[src/hdl/sfs_pkg.sv]
// ----------------------------------------------------------------------------
// sfs_pkg
// Shared widths, constants, codes and payload types of the scan-out scaler.
// ----------------------------------------------------------------------------
package sfs_pkg;

  localparam int unsigned ADDR_BITS = 23;
  localparam int unsigned DIM_BITS  = 12;
  localparam int unsigned PROD_BITS = 2 * DIM_BITS;
  localparam int unsigned CFG_BITS  = (ADDR_BITS > DIM_BITS) ? ADDR_BITS : DIM_BITS;
  localparam int unsigned IDX_BITS  = 3;

  localparam logic [31:0] OPAQUE_BLACK = 32'hFF00_0000;

  // pixel size code that selects four-byte pixels
  localparam logic [1:0] PSC_RGBA8888 = 2'd3;

  // register reset values
  localparam logic [DIM_BITS-1:0] RST_SRC_W = DIM_BITS'(320);
  localparam logic [DIM_BITS-1:0] RST_SRC_H = DIM_BITS'(240);
  localparam logic [DIM_BITS-1:0] RST_OUT_W = DIM_BITS'(320);
  localparam logic [DIM_BITS-1:0] RST_OUT_H = DIM_BITS'(240);
  localparam logic [1:0]          RST_PSC   = 2'd2;

  typedef enum logic [IDX_BITS-1:0] {
    CFG_FRAME_ORIGIN    = 3'd0,
    CFG_SOURCE_WIDTH    = 3'd1,
    CFG_SOURCE_HEIGHT   = 3'd2,
    CFG_PIXEL_SIZE_CODE = 3'd3,
    CFG_BLANK_ENABLE    = 3'd4,
    CFG_OUTPUT_WIDTH    = 3'd5,
    CFG_OUTPUT_HEIGHT   = 3'd6
  } sfs_cfg_idx_e;

  typedef struct packed {
    logic                req_type;
    logic [DIM_BITS-1:0] out_x;
    logic [DIM_BITS-1:0] out_y;
    logic [31:0]         pixel_bits;
  } sfs_in_t;

  typedef struct packed {
    logic                 fetch_valid;
    logic [ADDR_BITS-1:0] first_addr;
    logic [ADDR_BITS-1:0] second_addr;
    logic                 needs_second;
    logic [31:0]          argb_pixel;
    logic                 coord_error;
  } sfs_out_t;

  // divider pipeline stage: partial quotients and running remainders
  typedef struct packed {
    logic                 req;
    logic                 cerr;
    logic                 blank;
    logic [31:0]          argb;
    logic [DIM_BITS-1:0]  qx;
    logic [DIM_BITS-1:0]  qy;
    logic [PROD_BITS-1:0] rx;
    logic [PROD_BITS-1:0] ry;
  } sfs_div_t;

  // address pipeline stage: line offset product and column
  typedef struct packed {
    logic                 req;
    logic                 cerr;
    logic                 blank;
    logic [31:0]          argb;
    logic [DIM_BITS-1:0]  qx;
    logic [PROD_BITS-1:0] prod;
  } sfs_adr_t;

endpackage

[src/hdl/scaled_framebuffer_scanout.sv]
// ----------------------------------------------------------------------------
// scaled_framebuffer_scanout
// Pipeline: 15 register stages (entry stage, one stage per quotient bit of the
// 12-bit dividers, multiply and address sum).
// Throughput: one item per cycle while the output is taken or a stage is empty;
// each stage advances when it or any later stage holds a bubble, so a stalled
// output still lets the pipe fill up.
// Reset: all valid bits clear, registers take their documented defaults.
// ----------------------------------------------------------------------------
module scaled_framebuffer_scanout (
  input  logic                            clk_i,
  input  logic                            rst_ni,
  // item input
  input  logic                            in_valid_i,
  output logic                            in_ready_o,
  input  sfs_pkg::sfs_in_t                in_data_i,
  // result output
  output logic                            out_valid_o,
  input  logic                            out_ready_i,
  output sfs_pkg::sfs_out_t               out_data_o,
  // configuration writes
  input  logic                            cfg_we_i,
  input  logic [sfs_pkg::IDX_BITS-1:0]    cfg_idx_i,
  input  logic [sfs_pkg::CFG_BITS-1:0]    cfg_wdata_i
);

  localparam int unsigned DW  = sfs_pkg::DIM_BITS;
  // entry stage + one per quotient bit + multiply + sum
  localparam int unsigned NST = DW + 3;

  // --------------------------------------------------------------------------
  // Configuration registers. Every stage reads them live, so the user must write
  // them only while the pipe is empty; the block does not enforce this.
  // --------------------------------------------------------------------------
  logic [sfs_pkg::ADDR_BITS-1:0] origin_q;
  logic [DW-1:0]                 src_w_q, src_h_q, out_w_q, out_h_q;
  logic [1:0]                    psc_q;
  logic                          blank_q;

  always_ff @(posedge clk_i or negedge rst_ni) begin
    if (!rst_ni) begin
      origin_q <= '0;
      src_w_q  <= sfs_pkg::RST_SRC_W;
      src_h_q  <= sfs_pkg::RST_SRC_H;
      psc_q    <= sfs_pkg::RST_PSC;
      blank_q  <= 1'b1;
      out_w_q  <= sfs_pkg::RST_OUT_W;
      out_h_q  <= sfs_pkg::RST_OUT_H;
    end else if (cfg_we_i) begin
      unique case (cfg_idx_i)
        sfs_pkg::CFG_FRAME_ORIGIN:    origin_q <= cfg_wdata_i[sfs_pkg::ADDR_BITS-1:0];
        sfs_pkg::CFG_SOURCE_WIDTH:    src_w_q  <= cfg_wdata_i[DW-1:0];
        sfs_pkg::CFG_SOURCE_HEIGHT:   src_h_q  <= cfg_wdata_i[DW-1:0];
        sfs_pkg::CFG_PIXEL_SIZE_CODE: psc_q    <= cfg_wdata_i[1:0];
        sfs_pkg::CFG_BLANK_ENABLE:    blank_q  <= cfg_wdata_i[0];
        sfs_pkg::CFG_OUTPUT_WIDTH:    out_w_q  <= cfg_wdata_i[DW-1:0];
        sfs_pkg::CFG_OUTPUT_HEIGHT:   out_h_q  <= cfg_wdata_i[DW-1:0];
        default: ;  // unused index, write dropped
      endcase
    end
  end

  // --------------------------------------------------------------------------
  // Pipeline control. Stage k may load when the output is taken or some
  // stage from k onward is empty; bubbles collapse, nothing is overwritten.
  // --------------------------------------------------------------------------
  logic [NST-1:0] v_d, v_q;
  logic [NST-1:0] en;

  always_comb begin
    for (int unsigned k = 0; k < NST; k++) begin
      en[k] = out_ready_i || ((v_q | ((NST'(1) << k) - NST'(1))) != '1);
    end
  end

  always_comb begin
    v_d[0] = en[0] ? in_valid_i : v_q[0];
    for (int unsigned k = 1; k < NST; k++) begin
      v_d[k] = en[k] ? v_q[k-1] : v_q[k];
    end
  end

  always_ff @(posedge clk_i or negedge rst_ni) begin
    if (!rst_ni) begin
      v_q <= '0;
    end else begin
      v_q <= v_d;
    end
  end

  assign in_ready_o  = en[0];
  assign out_valid_o = v_q[NST-1];

  // --------------------------------------------------------------------------
  // Datapath: entry stage, restoring divider (MSB first), address stages.
  // --------------------------------------------------------------------------
  sfs_pkg::sfs_div_t stg [DW+1];

  sfs_front u_front (
    .clk_i      (clk_i),
    .en_i       (en[0]),
    .in_i       (in_data_i),
    .src_w_i    (src_w_q),
    .src_h_i    (src_h_q),
    .out_w_i    (out_w_q),
    .out_h_i    (out_h_q),
    .psc_i      (psc_q),
    .blank_en_i (blank_q),
    .stg_o      (stg[0])
  );

  for (genvar k = 0; k < DW; k++) begin : g_div
    sfs_div_step #(
      .STEP (DW - 1 - k)
    ) u_step (
      .clk_i   (clk_i),
      .en_i    (en[k+1]),
      .stg_i   (stg[k]),
      .out_w_i (out_w_q),
      .out_h_i (out_h_q),
      .stg_o   (stg[k+1])
    );
  end

  sfs_addr u_addr (
    .clk_i    (clk_i),
    .en_mul_i (en[DW+1]),
    .en_sum_i (en[DW+2]),
    .stg_i    (stg[DW]),
    .src_w_i  (src_w_q),
    .origin_i (origin_q),
    .psc_i    (psc_q),
    .out_o    (out_data_o)
  );

endmodule

[src/hdl/sfs_front.sv]
// ----------------------------------------------------------------------------
// sfs_front
// Entry stage: coordinate products, range check, blanking and pixel decode.
// ----------------------------------------------------------------------------
module sfs_front (
  input  logic                         clk_i,
  input  logic                         en_i,
  input  sfs_pkg::sfs_in_t             in_i,
  input  logic [sfs_pkg::DIM_BITS-1:0] src_w_i,
  input  logic [sfs_pkg::DIM_BITS-1:0] src_h_i,
  input  logic [sfs_pkg::DIM_BITS-1:0] out_w_i,
  input  logic [sfs_pkg::DIM_BITS-1:0] out_h_i,
  input  logic [1:0]                   psc_i,
  input  logic                         blank_en_i,
  output sfs_pkg::sfs_div_t            stg_o
);

  sfs_pkg::sfs_div_t stg_d, stg_q;

  function automatic logic [7:0] widen5(input logic [4:0] v);
    return {v, v[4:2]};
  endfunction

  function automatic logic [31:0] decode(input logic [31:0] bits, input logic wide);
    logic [31:0] res;
    if (wide) begin
      res = sfs_pkg::OPAQUE_BLACK | {8'h00, bits[31:24], bits[23:16], bits[15:8]};
    end else begin
      res = sfs_pkg::OPAQUE_BLACK |
            {8'h00, widen5(bits[15:11]), widen5(bits[10:6]), widen5(bits[5:1])};
    end
    return res;
  endfunction

  always_comb begin
    stg_d       = '0;
    stg_d.req   = in_i.req_type;
    stg_d.blank = blank_en_i || (src_w_i == '0) || (src_h_i == '0);
    stg_d.cerr  = !in_i.req_type && ((in_i.out_x >= out_w_i) || (in_i.out_y >= out_h_i));
    stg_d.argb  = decode(in_i.pixel_bits, psc_i == sfs_pkg::PSC_RGBA8888);
    stg_d.rx    = sfs_pkg::PROD_BITS'(in_i.out_x) * sfs_pkg::PROD_BITS'(src_w_i);
    stg_d.ry    = sfs_pkg::PROD_BITS'(in_i.out_y) * sfs_pkg::PROD_BITS'(src_h_i);
  end

  always_ff @(posedge clk_i) begin
    if (en_i) begin
      stg_q <= stg_d;
    end
  end

  assign stg_o = stg_q;

endmodule

[src/hdl/sfs_div_step.sv]
// ----------------------------------------------------------------------------
// sfs_div_step
// One restoring-division step for both coordinates, one quotient bit each.
// ----------------------------------------------------------------------------
module sfs_div_step #(
  parameter int unsigned STEP = 0
) (
  input  logic                         clk_i,
  input  logic                         en_i,
  input  sfs_pkg::sfs_div_t            stg_i,
  input  logic [sfs_pkg::DIM_BITS-1:0] out_w_i,
  input  logic [sfs_pkg::DIM_BITS-1:0] out_h_i,
  output sfs_pkg::sfs_div_t            stg_o
);

  logic [sfs_pkg::PROD_BITS-1:0] dx, dy;
  sfs_pkg::sfs_div_t             stg_d, stg_q;

  assign dx = sfs_pkg::PROD_BITS'(out_w_i) << STEP;
  assign dy = sfs_pkg::PROD_BITS'(out_h_i) << STEP;

  always_comb begin
    stg_d = stg_i;
    if (stg_i.rx >= dx) begin
      stg_d.rx       = stg_i.rx - dx;
      stg_d.qx[STEP] = 1'b1;
    end
    if (stg_i.ry >= dy) begin
      stg_d.ry       = stg_i.ry - dy;
      stg_d.qy[STEP] = 1'b1;
    end
  end

  always_ff @(posedge clk_i) begin
    if (en_i) begin
      stg_q <= stg_d;
    end
  end

  assign stg_o = stg_q;

endmodule

[src/hdl/sfs_addr.sv]
// ----------------------------------------------------------------------------
// sfs_addr
// Two stages: line offset multiply, then byte address sum and result build.
// ----------------------------------------------------------------------------
module sfs_addr (
  input  logic                          clk_i,
  input  logic                          en_mul_i,
  input  logic                          en_sum_i,
  input  sfs_pkg::sfs_div_t             stg_i,
  input  logic [sfs_pkg::DIM_BITS-1:0]  src_w_i,
  input  logic [sfs_pkg::ADDR_BITS-1:0] origin_i,
  input  logic [1:0]                    psc_i,
  output sfs_pkg::sfs_out_t             out_o
);

  localparam int unsigned AW = sfs_pkg::ADDR_BITS;

  sfs_pkg::sfs_adr_t adr_d, adr_q;
  sfs_pkg::sfs_out_t out_d, out_q;
  logic              wide;
  logic [AW-1:0]     pix_idx, byte_off, a1;

  always_comb begin
    adr_d.req   = stg_i.req;
    adr_d.cerr  = stg_i.cerr;
    adr_d.blank = stg_i.blank;
    adr_d.argb  = stg_i.argb;
    adr_d.qx    = stg_i.qx;
    adr_d.prod  = sfs_pkg::PROD_BITS'(stg_i.qy) * sfs_pkg::PROD_BITS'(src_w_i);
  end

  always_ff @(posedge clk_i) begin
    if (en_mul_i) begin
      adr_q <= adr_d;
    end
  end

  assign wide     = (psc_i == sfs_pkg::PSC_RGBA8888);
  assign pix_idx  = AW'(adr_q.prod) + AW'(adr_q.qx);
  assign byte_off = wide ? (pix_idx << 2) : (pix_idx << 1);
  assign a1       = origin_i + byte_off;

  always_comb begin
    out_d = '0;
    if (adr_q.blank) begin
      out_d.argb_pixel  = sfs_pkg::OPAQUE_BLACK;
      out_d.coord_error = adr_q.cerr;
    end else if (adr_q.req) begin
      out_d.fetch_valid = 1'b1;
      out_d.argb_pixel  = adr_q.argb;
    end else if (adr_q.cerr) begin
      out_d.coord_error = 1'b1;
    end else begin
      out_d.fetch_valid  = 1'b1;
      out_d.first_addr   = a1;
      out_d.needs_second = wide;
      out_d.second_addr  = wide ? (a1 + AW'(2)) : '0;
    end
  end

  always_ff @(posedge clk_i) begin
    if (en_sum_i) begin
      out_q <= out_d;
    end
  end

  assign out_o = out_q;

endmodule

[config.mk]
export PLATFORM = sky130hd
export DESIGN_NAME = scaled_framebuffer_scanout
export DESIGN_NICKNAME = d
export VERILOG_FILES = /design/src/hdl/sfs_pkg.sv /design/src/hdl/scaled_framebuffer_scanout.sv /design/src/hdl/sfs_front.sv /design/src/hdl/sfs_div_step.sv /design/src/hdl/sfs_addr.sv
export SDC_FILE = /design/constraint.sdc
export NUM_CORES = 2
export LEC_CHECK = 0
export ABC_AREA = 1
export BUFFER_PORTS_ARGS = -buffer_cell sky130_fd_sc_hd__buf_2
export CAP_MARGIN = 10
export CELL_PAD_IN_SITES_DETAIL_PLACEMENT = 0
export CELL_PAD_IN_SITES_GLOBAL_PLACEMENT = 1
export CORE_MARGIN = 1
export CORE_UTILIZATION = 50
export CTS_BUF_LIST = sky130_fd_sc_hd__clkbuf_4
export DETAILED_ROUTE_END_ITERATION = 6
export PLACE_DENSITY_LB_ADDON = 0.1
export SYNTH_ARGS = -nofsm -noshare
export SYNTH_HDL_FRONTEND = slang
export SYNTH_SLANG_ARGS = --single-unit
[constraint.sdc]
create_clock -name clk_i -period 12.5 [get_ports clk_i]
set_clock_uncertainty 0.2 [all_clocks]
set_input_delay 0 -clock clk_i [delete_from_list [all_inputs] [get_ports clk_i]]
set_output_delay 0 -clock clk_i [all_outputs]
set_load 0.02 [all_outputs]
==> impl.org <==
** Pwr
- Power per standard cell area :: 308.1 nW/um^2
- Relative contribution of combinational cells to total power :: 54.1%
- For this design the static power due to leakage is approximately 39 nW.
- Sequential cells account for 32.3% of the total power.
- Net switching is approximately 44% of the power.
- Cell internal power was estimated by the tool at 0.01517 W.
- In this run the power spent charging and discharging nets is around 0.012 W.
- Worst supply voltage drop on vdd :: between 300 and 400 uV
- Total power of the final layout :: 0.02687 W
- Share of power burned in the clock network :: 13.6%

** Placed design
- OpenSTA, run right after detailed placement, puts the worst setup slack at 6.378 ns.
- Detailed placement ended at an HPWL of 130300 um.
- Dpl cells :: slightly below 10k
- Port buffering added 169 buffers.
- The congestion estimate from routability-driven global placement came to slightly below 0.9.

** Run
- Number of maximum-capacitance violations :: 0

** Floorplanning
- Horizontal extent of the die :: 395.5 um
- Placeable Area :: 153900 um^2
- Height of the die :: 395.5 um
- Die area :: around 160000 um^2
- Initial cell density of the core :: 50.31%
- The initialized floorplan defines approximately 140 standard-cell rows.
- During I/O placement, the number of pins put on the boundary was 171.

** GRT
- Global routing used 23.27% of the available tracks.
- Summed over all layers, the global routing overflow is 0.
- Via count of the first global-routing pass :: 55.49k
- Most heavily used metal layer in global routing :: met2
- First-pass GRT wire length :: 287400 um
- Antenna violations before repair :: 8
- Fraction of met3 tracks used by global routing :: 3.720%
- Entering global routing, the biggest net connects 76 pins.
- In the global route stage, met2 resource usage came out at roughly two fifths.
- Met1 GRT Util :: 28.49%

** Clock tree
- Clock Latency Late Sink :: 1.23 ns
- After clock tree synthesis, the clock-pin slew on the worst setup and hold paths is around 0.06 ns.
- Total CTS buffers :: 351
- Clock tree from TritonCTS :: done
- The H-tree was split into 5 levels.
- The tree is rooted in a sky130_fd_sc_hd__clkbuf_4.
- Post_cts resized :: 0
- Buffers added to address setup during post-CTS repair amount to 0.
- Number of buffers on the longest clock path :: 4
- Counting every sink on the clock net gives 1307.

** Finish
- Fin cells :: 10.54k
- Area growth from synthesis to final layout :: 12.66%
- Leaving out fill and tap cells, the most frequent cell in the layout is sky130_fd_sc_hd__nand2_1.
- Most frequent cells in the layout :: 1606 x sky130_fd_sc_hd__nand2_1, 1218 x sky130_fd_sc_hd__edfxtp_1, 1161 x sky130_fd_sc_hd__inv_1
- The post-route netlist has 10.70% of its cells at a drive strength greater than 1.
- For this run, the post-layout net count is 9155.

** Timing
- The final-report max-slew violation count is 0.
- At the pin with the least slew margin, the transition time is 1.177 ns.
- Final sum of negative setup slack :: 0 ns
- Setup violations remaining at the end of the flow were counted as 0.
- The worst path in the final design needs a cycle of 6.429 ns, including I/O delays and setup.
- Final Hold Fails :: 0
- The final critical path takes up about half of the cycle.
- Highest achievable clock rate :: 155.5 MHz
- Hold Slack :: ~0.10 ns
- Setup repair after global routing left no endpoint under its margin.
- Relative slew margins :: between 20% and 30%
- In the post-route analysis, the smallest setup slack over all paths is between 6 and 7 ns.

** Yosys
- Count of flip-flops with a built-in enable after synthesis :: 1218
- The mapped netlist covers 77410 um^2.
- Average instance area after synthesis :: 10.21 um^2
- Post-Syn Instances :: 7583
- In the synthesized netlist the dominant register cell turns out to be sky130_fd_sc_hd__edfxtp_1.
- Net Count, Synth :: 8518
- Counting flops with an async set or reset pin after synthesis yields a share of 6.809%.
- After synthesis, the netlist uses 63 different library cells.
- Number of warning messages in the yosys log :: 0
- FF+latch count, synth :: around 1.3k
- Summing the sequential cell areas from Yosys gives 50.15% of the chip area.

** Routing
- In the final routed layout, each cell accounts on average for 17.02 um.
- First-pass iteration count of the detailed router :: 5
- After detailed routing, the number of remaining DRC violations is 0.
- Number of DRC markers after the initial detailed-route iteration :: 2527
- The detail route stage leaves a number of antenna-violating nets equal to 0.
- Wirelength, routed :: 179300 um
- In the routed layout, each cell is associated on average with a via count of between 5 and 6.
- The routed layout has 53.80k vias.

** Setup path
- The worst register-to-register path ends at u_front.stg_o[45].
- The worst setup path is captured at an output pin.
- The critical path ends at in_ready_o.
- Of all nets on the critical path, the largest fanout is 54.
- The cell that appears most often on the critical path is sky130_fd_sc_hd__nor2_4.
- Data arrival, critical path :: 6.23 ns
- The worst setup path is of the flop to output pin kind.
- The startpoint identified for the worst register-to-register timing path is src_w_q[3].
- Required time reported for the critical path endpoint :: 12.30 ns
- For this run, the slowest stage of the critical path takes roughly 0.66 ns.
- The signal on the critical path passes through nand2_1 > nor2_4 > nand3_4 > nor2_4 > nand2_4 > nor2_4 > nand2_4 > nor2_4 > nand2_4 > nor2_8 > nand4_4 > or2_4 > buf_2.
- The most critical setup path has its startpoint at v_q[14].
- Cell with the largest stage delay on the worst path :: sky130_fd_sc_hd__nand3_4
- Critical path startpoint category :: flop
- In this run the register-to-register setup slack is 6.44 ns.
- R2r worst-path depth :: 17

** Min path
- The path class of the tightest hold or removal check is input pin to flop.

** Run status
- Result of the run :: finished, final reports clean
synth_stat cells, types with 15 or more instances:
cell type / n / area [um^2]
sky130_fd_sc_hd__nand2_1: 1610 / 6043
sky130_fd_sc_hd__edfxtp_1: 1218 / 36580
sky130_fd_sc_hd__inv_1: 1166 / 4377
sky130_fd_sc_hd__ha_1: 524 / 6556
sky130_fd_sc_hd__nor2_1: 473 / 1775
sky130_fd_sc_hd__o21ai_0: 430 / 2152
sky130_fd_sc_hd__a21oi_1: 429 / 2147
sky130_fd_sc_hd__fa_1: 323 / 6466
sky130_fd_sc_hd__xor2_1: 219 / 1918
sky130_fd_sc_hd__nand3_1: 180 / 900.9
sky130_fd_sc_hd__xnor2_1: 175 / 1533
sky130_fd_sc_hd__clkbuf_1: 120 / 450.4
sky130_fd_sc_hd__nand4_1: 84 / 525.5
sky130_fd_sc_hd__nor3_1: 77 / 385.4
sky130_fd_sc_hd__dfrtp_1: 75 / 1877
sky130_fd_sc_hd__nor4_1: 53 / 331.6
sky130_fd_sc_hd__a31oi_1: 31 / 193.9
sky130_fd_sc_hd__nand2_2: 30 / 187.7
sky130_fd_sc_hd__o21ai_1: 30 / 150.1
sky130_fd_sc_hd__buf_2: 28 / 140.1
sky130_fd_sc_hd__or2_2: 27 / 168.9
sky130_fd_sc_hd__a21o_1: 21 / 157.7
sky130_fd_sc_hd__a211oi_1: 19 / 142.6
sky130_fd_sc_hd__o21a_1: 18 / 135.1
sky130_fd_sc_hd__o21bai_1: 18 / 135.1
sky130_fd_sc_hd__inv_2: 16 / 60.06
sky130_fd_sc_hd__o31ai_1: 16 / 120.1
sky130_fd_sc_hd__a21boi_0: 15 / 112.6
final cells by class:
cell class	count	area, um^2
flip-flops and latches	1307	38820
fillers	13630	66660
clock inverters	123	659.4
diodes	13	32.53
multi-input cells	4933	33520
well taps	2044	2557
clock buffers	490	3679
repair buffers	445	3501
inverters	1182	4444
state kept, by name (all words and copies together) (netlist names):
register / cells
out_w_q: 12
g_div.u_step.stg_o: 1008
src_w_q: 12
u_front.stg_o: 75
u_addr.adr_q: 61
src_h_q: 12
u_addr.out_o: 74
out_h_q: 12
blank_q: 1
psc_q: 2
v_q: 15
origin_q: 23
worst min path at each step:
stage,slack (ns),startpoint,to,cells past startpoint
floorplan,-0.50,rst_ni,origin_q[0],0
global placement,-0.23,rst_ni,src_h_q[10],1
detailed placement,-0.22,rst_ni,src_h_q[3],1
finish,0.10,out_ready_i,v_q[14],5
CTS,0.0004,in_data_i[56],u_front.stg_o[106],3
global route,0.06,in_data_i[56],u_front.stg_o[106],3
what timing repair did:
item | CTS | global route
hold endpoints to repair | 462 | 0
hold buffers | 228 | 0
endpoints found under the setup margin | 0 | 0
routing by layer:
layer	vias up	wire, um	part of all wire [%]
li1	26830	-	-
met1	25580	76370	43
met2	1062	90470	50
met3	327	7584	4.2
met4	0	4870	2.7
met5	-	0	0
critical path, delay by kind of cell, from the launching register on:
family	cells	cell delay, ns
AND/OR/NAND/NOR	12	4.27
flip-flops	1	0.43
buffers and inverters	1	0.20
power by group through the flow:
stage,registers [W],logic [W],clock network (W)
2_1_floorplan,0.00836,0.0113,0
3_3_place_gp,0.00873,0.0144,0
3_5_place_dp,0.00877,0.0145,0
4_1_cts,0.00868,0.0147,0.00381
5_1_grt,0.00886,0.0167,0.00403
6_report,0.00867,0.0145,0.00366
per-stage QoR:
stage                     instance area, um^2  utilization, %
after CTS                               87180           56.66
after floorplan                         77410               -
final                                   87210           56.68
after global placement                  80550           52.35
after global routing                    87200           56.67
after detailed placement                80550           52.35
kinds of logic after synthesis:
kind of cell,share of synthesized area [%]
compound gates,7.727
xor+xnor,4.458
fa+ha+maj,16.82
buf+inv,6.604
flops,50.15
mux,0.1455
simple gates,14.10
Power figures use the tool's default switching activity.
